**config.mk**
```make
export PLATFORM = sky130hd
export DESIGN_NAME = packed_depth_pixel_colorizer_core
export DESIGN_NICKNAME = d
export VERILOG_FILES = /design/src/sv/pdpc_pkg.sv /design/src/sv/pdpc_ramp.sv /design/src/sv/packed_depth_pixel_colorizer_core.sv
export SDC_FILE = /design/constraint.sdc
export NUM_CORES = 1
export LEC_CHECK = 0
export ABC_AREA = 1
export BUFFER_PORTS_ARGS = -buffer_cell sky130_fd_sc_hd__buf_2
export CORE_MARGIN = 2
export CORE_UTILIZATION = 55
export DETAILED_ROUTE_END_ITERATION = 8
export PLACE_DENSITY = 0.82
export SLEW_MARGIN = 20
export SYNTH_ARGS = -nofsm -noshare
export SYNTH_HDL_FRONTEND = slang
export SYNTH_SLANG_ARGS = --single-unit
export TNS_END_PERCENT = 20
```
**constraint.sdc**
```tcl
create_clock -name clk -period 11.3 [get_ports clk]
set_input_delay 1.13 -clock clk [delete_from_list [all_inputs] [get_ports clk]]
set_output_delay 1.13 -clock clk [all_outputs]
set_load 0.02 [all_outputs]
```
**src/sv/pdpc_pkg.sv**
```systemverilog
// Shared types, constants and arithmetic helpers for the depth colorizer.
package pdpc_pkg;

  // Full-scale depth and channel maximum
  localparam int unsigned DEPTH_FULL = 4084;
  localparam int unsigned CHAN_MAX   = 255;

  // Configuration register indexes
  localparam logic CFG_DEPTH_MODE  = 1'b0;
  localparam logic CFG_HUE_PALETTE = 1'b1;

  // Ramp numerator width: holds 0..DEPTH_FULL after clamping
  localparam int unsigned NUM_W = 12;

  // floor(n*255/4084) == (n * SCALE_MULT) >> SCALE_SHIFT for all n in 0..4084
  localparam logic [28:0] SCALE_MULT  = 29'd268172790;
  localparam int unsigned SCALE_SHIFT = 32;

  // Signed constants for the hue triangle
  localparam logic signed [16:0] D1_S = 17'sd4084;
  localparam logic signed [16:0] D2_S = 17'sd8168;
  localparam logic signed [16:0] D3_S = 17'sd12252;
  localparam logic signed [16:0] D4_S = 17'sd16336;

  typedef logic [NUM_W-1:0] num_t;

  // Per-pixel numerators handed from the ramp stage to the scaling stage
  typedef struct packed {
    logic bypass;
    num_t num0;
    num_t num1;
    num_t num2;
  } ramp_t;

  function automatic logic signed [16:0] abs17(input logic signed [16:0] v);
    abs17 = (v < 0) ? -v : v;
  endfunction

  // Clamp a signed numerator into 0..DEPTH_FULL
  function automatic num_t clamp_num(input logic signed [16:0] v);
    if (v <= 0) begin
      clamp_num = '0;
    end else if (v >= D1_S) begin
      clamp_num = NUM_W'(DEPTH_FULL);
    end else begin
      clamp_num = v[NUM_W-1:0];
    end
  endfunction

  // floor(n*255/4084) by reciprocal multiply
  function automatic logic [7:0] scale255(input num_t n);
    logic [40:0] prod;
    prod = 41'(n) * 41'(SCALE_MULT);
    scale255 = prod[SCALE_SHIFT+7:SCALE_SHIFT];
  endfunction

endpackage

```
**src/sv/pdpc_ramp.sv**
```systemverilog
// Depth unpack and ramp numerator logic for one pixel.
module pdpc_ramp import pdpc_pkg::*; (
  input  logic [7:0] blue,
  input  logic [7:0] green,
  input  logic [7:0] red,
  input  logic       depth_mode,
  input  logic       hue_palette,
  output ramp_t      ramp
);

  logic [NUM_W-1:0]   depth;
  logic [14:0]        tri_pos;
  logic signed [16:0] tri_s;

  // Unpack depth: fine, middle, then coarse byte, offset by 4
  always_comb begin
    if (red != 8'hFF) begin
      depth = NUM_W'(red) + NUM_W'(4);
    end else if (green != 8'hFF) begin
      depth = {2'b00, green, 2'b00} + NUM_W'(4);
    end else begin
      depth = {blue, 4'b0000} + NUM_W'(4);
    end
  end

  // Position on the hue triangle: 6*(D - depth)
  assign tri_pos = 15'(15'(DEPTH_FULL - 32'(depth)) * 15'd6);
  assign tri_s   = signed'({2'b00, tri_pos});

  // Select pass-through, grayscale or hue numerators
  always_comb begin
    ramp.bypass = !depth_mode;
    if (!depth_mode) begin
      ramp.num0 = NUM_W'(blue);
      ramp.num1 = NUM_W'(green);
      ramp.num2 = NUM_W'(red);
    end else if (!hue_palette) begin
      ramp.num0 = depth;
      ramp.num1 = depth;
      ramp.num2 = depth;
    end else begin
      ramp.num0 = clamp_num(D2_S - abs17(tri_s - D4_S));
      ramp.num1 = clamp_num(D2_S - abs17(tri_s - D2_S));
      ramp.num2 = clamp_num(abs17(tri_s - D3_S) - D1_S);
    end
  end

endmodule

```
**src/sv/packed_depth_pixel_colorizer_core.sv**
```systemverilog
// Top level of the packed depth pixel colorizer: three-stage stream pipeline.
// Each request goes through the input, numerator and output registers to the master side.
// Throughput: one pixel per cycle while m_axis_tready holds; set by the three registered
// stages, each with its own valid bit, so a request is taken whenever any stage can advance.
// Reset (rst, synchronous, active high) empties the pipeline and clears both
// configuration registers to 0 (pass-through, grayscale).
module packed_depth_pixel_colorizer_core import pdpc_pkg::*; (
  input  logic        clk,
  input  logic        rst,
  // Configuration write channel
  input  logic        cfg_valid,
  output logic        cfg_ready,
  input  logic        cfg_index,
  input  logic        cfg_data,
  // Pixel input
  input  logic        s_axis_tvalid,
  output logic        s_axis_tready,
  input  logic [23:0] s_axis_tdata,   // [7:0] blue_in, [15:8] green_in, [23:16] red_in
  // Pixel output
  output logic        m_axis_tvalid,
  input  logic        m_axis_tready,
  output logic [23:0] m_axis_tdata    // [7:0] byte0_out, [15:8] byte1_out, [23:16] byte2_out
);

  logic        depth_mode;
  logic        hue_palette;

  logic        v0, v1, v2;
  logic        adv0, adv1, adv2;
  logic [7:0]  blue0, green0, red0;
  ramp_t       ramp_c;
  ramp_t       ramp1;
  logic [23:0] out2;

  // Configuration registers
  assign cfg_ready = 1'b1;

  always_ff @(posedge clk) begin
    if (rst) begin
      depth_mode  <= 1'b0;
      hue_palette <= 1'b0;
    end else if (cfg_valid) begin
      case (cfg_index)
        CFG_DEPTH_MODE:  depth_mode  <= cfg_data;
        CFG_HUE_PALETTE: hue_palette <= cfg_data;
        default: ;
      endcase
    end
  end

  // Each stage advances when empty or when the next one frees up
  assign adv2 = !v2 || m_axis_tready;
  assign adv1 = !v1 || adv2;
  assign adv0 = !v0 || adv1;
  assign s_axis_tready = adv0;

  always_ff @(posedge clk) begin
    if (rst) begin
      v0 <= 1'b0;
      v1 <= 1'b0;
      v2 <= 1'b0;
    end else begin
      if (adv0) v0 <= s_axis_tvalid;
      if (adv1) v1 <= v0;
      if (adv2) v2 <= v1;
    end
  end

  // Input register
  always_ff @(posedge clk) begin
    if (adv0 && s_axis_tvalid) begin
      blue0  <= s_axis_tdata[7:0];
      green0 <= s_axis_tdata[15:8];
      red0   <= s_axis_tdata[23:16];
    end
  end

  pdpc_ramp u_ramp (
    .blue        (blue0),
    .green       (green0),
    .red         (red0),
    .depth_mode  (depth_mode),
    .hue_palette (hue_palette),
    .ramp        (ramp_c)
  );

  // Numerator register
  always_ff @(posedge clk) begin
    if (adv1 && v0) begin
      ramp1 <= ramp_c;
    end
  end

  // Scale to 0..255 or pass the bytes through, then hold for the master side
  always_ff @(posedge clk) begin
    if (adv2 && v1) begin
      if (ramp1.bypass) begin
        out2 <= {ramp1.num2[7:0], ramp1.num1[7:0], ramp1.num0[7:0]};
      end else begin
        out2 <= {scale255(ramp1.num2), scale255(ramp1.num1), scale255(ramp1.num0)};
      end
    end
  end

  assign m_axis_tvalid = v2;
  assign m_axis_tdata  = out2;

endmodule

```
==> results of run 1 <==
[routing by layer]
metal  GRT usage [%]  wire length, µm  vias up
li1                -                -     8419
met1           38.99            24570     8646
met2           48.54            27280      663
met3           4.245             4123      130
met4           9.969             1916        0
met5               0                0        -
[power by group through the flow]
stage	Sequential, mW	Clock (mW)	Combinational (mW)
2_1_floorplan	0.444	0	4.51
3_3_place_gp	0.441	0	5.83
3_5_place_dp	0.441	0	5.98
4_1_cts	0.434	0.305	6.05
5_1_grt	0.437	0.318	6.94
6_report	0.434	0.305	6.11
[placed cells by master (no fill, tap or decap), types with 5 or more instances in the layout]
cell       Yosys  layout
inv_2         21      21
nor3_1        13      13
nand3_1      136     136
nor2_4        13      13
inv_1        562     562
dfxtp_1        5       5
o21bai_1       5       5
o41ai_1        5       5
nor2_2        12      12
nand2_4       19      19
ha_1         268     268
nand2_1      494     494
or2_2         13      13
o21ai_0       66      66
xor2_1        25      25
buf_2          1      56
o21ai_1        9       9
nand3b_1       5       5
a31oi_1        8       8
nand4_1       45      45
nor2_1       151     151
o211ai_1       5       5
nand2_2       60      60
xnor2_1       26      26
o21a_1         8       8
fa_1         360     360
edfxtp_1      85      85
nand3_2       10      10
o21ai_2        6       6
a211oi_1      10      10
clkinv_1       7       9
clkbuf_16      0       9
a21oi_1      129     128
[state kept, by name, summed over array words and instances (netlist names)]
name,cells
green0,8
depth_mode,1
red0,8
v1,1
m_axis_tdata,24
hue_palette,1
ramp1,37
blue0,8
v0,1
m_axis_tvalid,1
[worst paths after layout]
path | to | slack [ns] | cells after the start
max | ramp1[11] | 4.49 | 38
min | v1 | 0.50 | 2
max reg2reg | ramp1[11] | 4.49 | 38
min reg2reg | v1 | 0.50 | 2
[per-stage QoR]
step | cell area (µm²) | power, mW | hold slack (ns) | setup slack, ns
3_3_place_gp | 23170 | 6.272 | 0.4680 | 4.836
6_report | 23460 | 6.847 | 0.5016 | 4.485
5_1_grt | 23460 | 7.699 | 0.5411 | 3.849
3_5_place_dp | 23170 | 6.420 | 0.4867 | 4.607
2_1_floorplan | 22310 | 4.956 | 0.4500 | 5.626
4_1_cts | 23460 | 6.794 | 0.4965 | 4.524
[Yosys cell counts (all sizes together) (3+ instances only)]
cell type	instances
nand4	48
or2	16
inv	584
o31ai	3
ha	268
fa	360
o221ai	3
a31oi	8
o21ai	82
clkbuf	10
dfxtp	5
o21bai	5
o21a	8
o211ai	7
and2	3
nor2	177
a211oi	10
xor2	27
nand2	573
clkinv	9
nand3	149
nand3b	5
xnor2	26
nor3	14
a21oi	131
buf	6
edfxtp	85
o41ai	5
[area by class of cell]
type / count / area (µm²) / area share [%]
clock inverter: 6 / 57.56 / 0.2454
multi-input combinational: 1945 / 17320 / 73.85
sequential: 90 / 2653 / 11.31
timing repair buffer: 59 / 302.8 / 1.291
clock buffer: 10 / 229.0 / 0.9762
tap: 525 / 656.9 / 2.800
inverter: 593 / 2235 / 9.527
[logic make-up (layout without fill, tap and decap cells)]
logic type	Yosys count	count (layout)	synth area share, %
AND/OR/NAND/NOR	988	988	20.91
adder cells (fa/ha/maj)	629	629	47.38
buffers and inverters	609	668	10.48
AO/OA/AOI/OAI	274	274	7.129
flip-flops	90	90	11.89
XOR/XNOR	53	53	2.199
other	1	1	0.01681
[worst reg2reg max path: cells and delay by family, from the launching register on]
| family | cells | cell delay (ns) |
|---|---|---|
| simple gates | 27 | 3.91 |
| fa+ha+maj | 3 | 0.82 |
| buf+inv | 5 | 0.60 |
| flops | 1 | 0.48 |
| xor+xnor | 1 | 0.43 |
| compound gates | 2 | 0.26 |
==> results.md, run 1 <==
Status:
- The flow ran to the end, and the final reports show no timing, DRC or antenna violations.

Clock network:
- The later pin in the worst-skew pair is clocked with a latency of 0.36 ns.
- Counting every sink on the clock net gives 90.
- The hold buffer count at cts is 0.
- The clock transition time at the flip-flop clock pins of the worst setup and hold paths is 0.07 ns.
- The buffers inserted during post-CTS setup optimization is 0.
- The H-tree was split into 3 levels.
- TritonCTS built the clock tree.
- Once the clock tree was built, the resizer swapped 0 gates to a different size.
- The clock passes through at most 2 buffers.
- The buffer cell driving the clock tree root is clkbuf_16.
- The number of clock buffers inserted by TritonCTS is 9.

Timing:
- For the pin with the worst max-slew slack, the measured transition is 1.011 ns.
- The number of setup violations in the final report is 0.
- In this run the tightest slew margin relative to its limit is 32.53%.
- Derived from the worst setup path, the maximum achievable clock frequency is approximately 150 MHz.
- The number of pins exceeding their max-slew limit in the final report is 0.
- For the final routed database, the setup TNS stands at 0 ns.
- The largest clock skew in the final design is between 0.01 and 0.015 ns.
- After layout, the minimum clock period comes to 6.815 ns.
- The share of the cycle needed by the critical path after routing is approximately three fifths.
- Setup repair after global routing left no endpoint under its margin.
- The final count of hold timing violations is 0.

Worst setup path:
- Along the worst path, the maximum fanout reaches 13.
- Counting both buffers and inverters, the worst setup path holds a total of 5.
- The type of the worst setup path is flop to flop.
- STA puts the critical path data arrival time at 6.89 ns.
- The dominant delay contributor by cell family on the critical path is simple AND/OR/NAND/NOR gates.
- In this design, the stage delay of the slowest critical-path cell is just under 0.6 ns.
- STA classifies the critical path startpoint as a flop.
- The timing startpoint of the critical path is red0[2].
- The library cell contributing the largest single delay on the critical path is nor2_1.
- The worst register-to-register path begins at red0[2].
- STA classifies the critical path endpoint as a flop.
- The data required time of the worst path is 11.37 ns.
- The cell repeated most along the worst path is nand2_1.

Place:
- The instance count after placement with tap cells included is about 3200.
- The final estimated routing congestion in global placement is just over 1.
- During placement, the flow inserted port buffers numbering 56.
- The HPWL after detailed placement is 50160 µm.

Pwr:
- The fraction of power consumed by sequential logic is 6.3%.
- Cell internal power was estimated by the tool at 3.010 mW.
- For this design the static power due to leakage is 11.86 nW.
- The total power density per cell area is about 300 mW/mm².
- Across the VDD grid, the largest voltage drop is 0.0001836 V.
- The clock network fraction of design power is 4.5%.
- The net switching power is 3.837 mW.
- The switching share of power is 56.04%.
- The fraction of power consumed by combinational cells is 89.2%.

Finish:
- The repair_antennas step left the layout with diodes totalling 0.
- The signed area change from the synthesized netlist to the final layout is 5.143%.
- The proportion of layout cells with a drive suffix above 1 is 9.101%.
- The number of fill cells is 3478.
- The final cell count without fillers is 3228.
- Cells fill 58.77% of the core in the end.
- The layout net count is 3357.

Floorplan:
- For this configuration, the core starts out at a cell density of 55.89%.
- The height of the die is 205.4 µm.
- The area enclosed by the die boundary is 0.04219 mm².
- The core region area is approximately 0.040 mm².
- The width of the chip is 205.4 µm.
- The floorplan has 73 rows.
- The count of pins on the block boundary is 58.

GRT:
- The combined global-route utilization of all metal layers is 29.12%.
- The via count of the first global-routing pass was 18519.
- Global routing finished with a remaining overflow of 0.
- Entering global routing, the biggest net connects 38 pins.
- The wire length of the first global-routing pass is approximately 95000 µm.
- The initial antenna violation count is 0.

Hold path:
- The startpoint identified for the worst hold timing path is v0.
- The path class of the tightest hold or removal check is flop to flop.

Routing:
- The remaining design rule violation count is 0.
- The total number of vias is 17858.
- The detailed router finished its first iteration with 1377 violations.
- The routed wire length per instance is 17.93 µm.
- In this run the remaining antenna-violating nets after routing total 0.
- Dividing the detail-routed via count by the number of cells gives about 5.5.
- The first-pass detailed-route iteration total is 6.
- The final layout contains routed wiring with a total length of 57890 µm.

Synthesis:
- The synthesized area per cell is 8.438 µm².
- The sequential element share of the synthesized area is 11.89%.
- The synthesized netlist contains 68 unique library cells.
- During synthesis, Yosys emitted a total of 0 warnings.
- By area the synthesized netlist is led by fa_1, ha_1, edfxtp_1, inv_1, nand2_1.
- The mapped netlist covers 0.02231 mm².
- In the synthesized netlist the async set-or-reset flop fraction comes to 0%.
- The top cell type by area accounts for 32.31% of the synthesized area.
- The synthesized design contains 85 enable-type register cells.
- The dominant register cell in the synthesized netlist is edfxtp_1.
- In this run, synthesis produced a sequential element count of 90.
- fa_1 takes more of the synthesized area than any other cell.
- The number of nets in the synthesized netlist is 3303.
- The gate count of the mapped netlist is 2644.

Job:
- The count of maximum capacitance violations is 0.
Note: power is estimated with default switching activity, not from simulation.
==> inputs of run 2 (changes only) <==
==> constraint.sdc (replaced) <==
create_clock -name clk -period 6.7 [get_ports clk]
set_input_delay 0.67 -clock clk [delete_from_list [all_inputs] [get_ports clk]]
set_output_delay 0.67 -clock clk [all_outputs]
set_load 0.02 [all_outputs]
==> run 2 against run 1 <==
Wire length fell by 0.14%. Die area is the same. Cell count up 0.65%. Flip-flop and latch count stayed put. Sequential share of layout area decreased by 0.13 points. Clock-buffer cell count is 1 lower. Critical endpoint is now m_axis_tdata[15]. Largest cell class unchanged. Highest routed layer unchanged.
==> results.md, run 2 (synthesis results as in run 1) <==
Status:
- The flow ran to the end, and the final reports show no timing, DRC or antenna violations.

Finish:
- The cell area after layout is 0.02372 mm² (+1.1%).
- The proportion of layout cells with a drive suffix above 1 is 10.17% (+1.1 points).
- The layout net count came to 3378 (+0.63%).
- From synthesis to final layout, the design area changed by 6.343%.
- In the layout the commonest cells are inv_1, nand2_1, fa_1.
- The register cell area after layout is 0.002653 mm² (unchanged).
- The register with the most flip-flops in the final layout is ramp1.
- The end-of-flow core utilization is 59.44% (+0.67 points).
- The number of fill cells is 3446 (-0.92%).
- The number of antenna diodes was 0 (unchanged).
- The flip-flop count of the largest register after layout is 37 (unchanged).
- The combined area of the multi-input logic cells is 0.01738 mm² (+0.34%).
- Leaving out fill and tap cells, the most frequent cell in the layout is inv_1.

Timing:
- The largest clock skew in the final design is 0.009750 ns (-0.004943 ns).
- The number of pins exceeding their max-slew limit in the final report came to 0 (unchanged).
- The post-route minimum period came to 6.238 ns (-0.5772 ns).
- The share of the cycle needed by the critical path after routing came to 93.10% (+33 points).
- The normalized max-slew margin is 30.89% (-1.6 points).
- The number of setup violations in the final report is 0 (unchanged).
- The pin slew with the least headroom to its limit is 1.030 ns (+0.01934 ns).
- The final count of hold timing violations is 0 (unchanged).
- The highest attainable clock frequency is 160.3 MHz (+9.3%).

Worst setup path:
- The worst-path maximum fanout was 6 (-7).
- The kind of start point of the critical path is a flop.
- The data required time of the worst path is 6.78 ns (-4.59 ns).
- The worst endpoint data arrival time is 6.31 ns (-0.58 ns).
- The endpoint kind of the worst setup timing path is a flop.
- The critical path is of the flop to flop type.
- The register-to-register setup slack is 0.46 ns (-4.02 ns).

Floorplan:
- The width of the chip is 205.4 µm (unchanged).
- The height of the die is 205.4 µm (unchanged).
- The core region area came to 0.03991 mm² (unchanged).
- The initial standard-cell utilization of the core came to 55.89% (unchanged).
- The count of pins on the block boundary is 58 (unchanged).
- The floorplan row count is 73 (unchanged).
- The area enclosed by the die boundary came to 0.04219 mm² (unchanged).

Routing:
- The per-cell via count in the routed design was 5.501 (-0.56%).
- The remaining antenna violation count is 0 (unchanged).
- The routed wire length per instance is 17.79 µm (-0.79%).
- The first-pass detailed-route iteration total is 5 (-1).
- The remaining design rule violation count is 0 (unchanged).
- The total number of vias is 17873 (+0.084%).
- The starting DRC count in detailed routing came to 1298 (-5.7%).
- The routed wire length is 57810 µm (-0.14%).

GRT:
- The residual overflow from global routing is 0 (unchanged).
- The via count of the first global-routing pass is 18316 (-1.1%).
- The initial antenna violation count is 0 (unchanged).
- The wire length of the first global-routing pass came to 94530 µm (-0.77%).
- The combined global-route utilization of all metal layers is 28.94% (-0.18 points).
- The largest net degree at the start of global routing was 38 (unchanged).

Pwr:
- The cell internal power dissipation is 5.185 mW (+72%).
- The net switching power is 6.519 mW (+70%).
- The worst supply voltage drop on vdd is 0.0003132 V (+71%).
- The fraction of power consumed by combinational cells is 88.7% (-0.5 points).
- The switching share of power came to 55.70% (-0.34 points).
- The clock network fraction of design power is 5.0% (+0.5 points).
- The static leakage is 12.00 nW (+1.2%).
- The total power density per cell area is 493.3 mW/mm² (+69%).
- The fraction of power consumed by sequential logic is 6.3% (about the same).

Clock network:
- The hold buffer count at cts came to 0 (unchanged).
- The number of clock buffers inserted by TritonCTS is 9 (unchanged).
- The maximum buffer depth of the clock tree was 2 (unchanged).
- The buffer cell driving the clock tree root is clkbuf_16.
- The clock sink total is 90 (unchanged).
- TritonCTS built the clock tree.
- The clock transition time at the flip-flop clock pins of the worst setup and hold paths is 0.07 ns (about the same).
- The number of H-tree levels is 3 (unchanged).
- The clock network latency to the later pin of the worst-skew pair is 0.38 ns (+0.02 ns).

Place:
- The number of port buffers is 56 (unchanged).
- The total cell area at the placement stage came to 0.02326 mm² (+0.39%).
- The final HPWL from detailed placement is 50180 µm (about the same).
- The final estimated routing congestion in global placement is 0.9946 (-3.5%).

Job:
- The count of maximum capacitance violations is 0 (unchanged).

Hold path:
- The min-delay analysis places its worst path in the category primary input to flop.
## run 2: routing by layer
layer	part of all wire (%)	up-vias	global-route usage, %	wire length (µm)
met2	47	599	48.38	27410
li1	-	8455	-	-
met5	0	-	0	0
met4	4.1	0	11.18	2395
met1	42	8685	37.98	24240
met3	6.5	134	4.419	3756
## run 2: repair_timing
item                                   in CTS  in global routing
gates resized for setup                     0                 15
setup endpoints to repair                   0                 35
setup buffers                               0                  9
endpoints found under the hold margin       0                  0
## run 2: path summary, 6_finish.rpt
| kind | to | startpoint | depth (start not counted) |
|---|---|---|---|
| hold / removal | blue0[4] | s_axis_tdata[4] | 1 |
| setup / recovery | m_axis_tdata[15] | ramp1[21] | 22 |
| setup reg to reg | m_axis_tdata[15] | ramp1[21] | 22 |
| hold reg to reg | v1 | v0 | 2 |
## run 2: per-stage QoR
stage | hold slack (ns) | power [mW] | TNS (ns) | setup WS, ns | instances
2_1_floorplan | 0.4500 | 8.359 | 0 | 1.026 | 2644
3_3_place_gp | 0.4756 | 10.63 | 0 | 0.4161 | 3224
4_1_cts | 0.4484 | 11.59 | 0 | 0.2551 | 3240
3_5_place_dp | 0.4860 | 10.90 | 0 | 0.2738 | 3224
6_report | 0.4621 | 11.70 | 0 | 0.4622 | 3249
5_1_grt | 0.4491 | 13.22 | -0.001338 | -0.001338 | 3249
## run 2: power groups by stage
stage / Sequential (mW) / Combinational, mW / Clock, mW
5_1_grt: 0.739 / 11.9 / 0.615
3_5_place_dp: 0.747 / 10.2 / 0
2_1_floorplan: 0.748 / 7.61 / 0
4_1_cts: 0.735 / 10.3 / 0.592
6_report: 0.735 / 10.4 / 0.588
3_3_place_gp: 0.745 / 9.88 / 0
## run 2: worst max-delay path, cell delays in order (launching register included)
cell      delay [ns]
edfxtp_1        0.49
fa_1            0.68
inv_1           0.22
fa_2            0.67
inv_1           0.11
fa_1            0.54
inv_1           0.05
fa_1            0.53
inv_1           0.04
ha_1            0.28
ha_1            0.33
nand2_1         0.08
nor3_1          0.22
inv_1           0.06
nor3_1          0.15
inv_1           0.11
o41ai_2         0.52
nand3_1         0.12
nand2_1         0.14
nand4_1         0.11
o311ai_0        0.15
xor2_1          0.21
o21ai_0         0.11
## run 2: cell type report
| cell class | count | share of cell area (%) |
|---|---|---|
| clock buffers | 9 | 0.9493 |
| clock inverters | 7 | 0.4536 |
| inverters | 593 | 9.440 |
| multi-input cells | 1945 | 73.27 |
| flip-flops and latches | 90 | 11.18 |
| well taps | 525 | 2.769 |
| repair buffers | 80 | 1.941 |
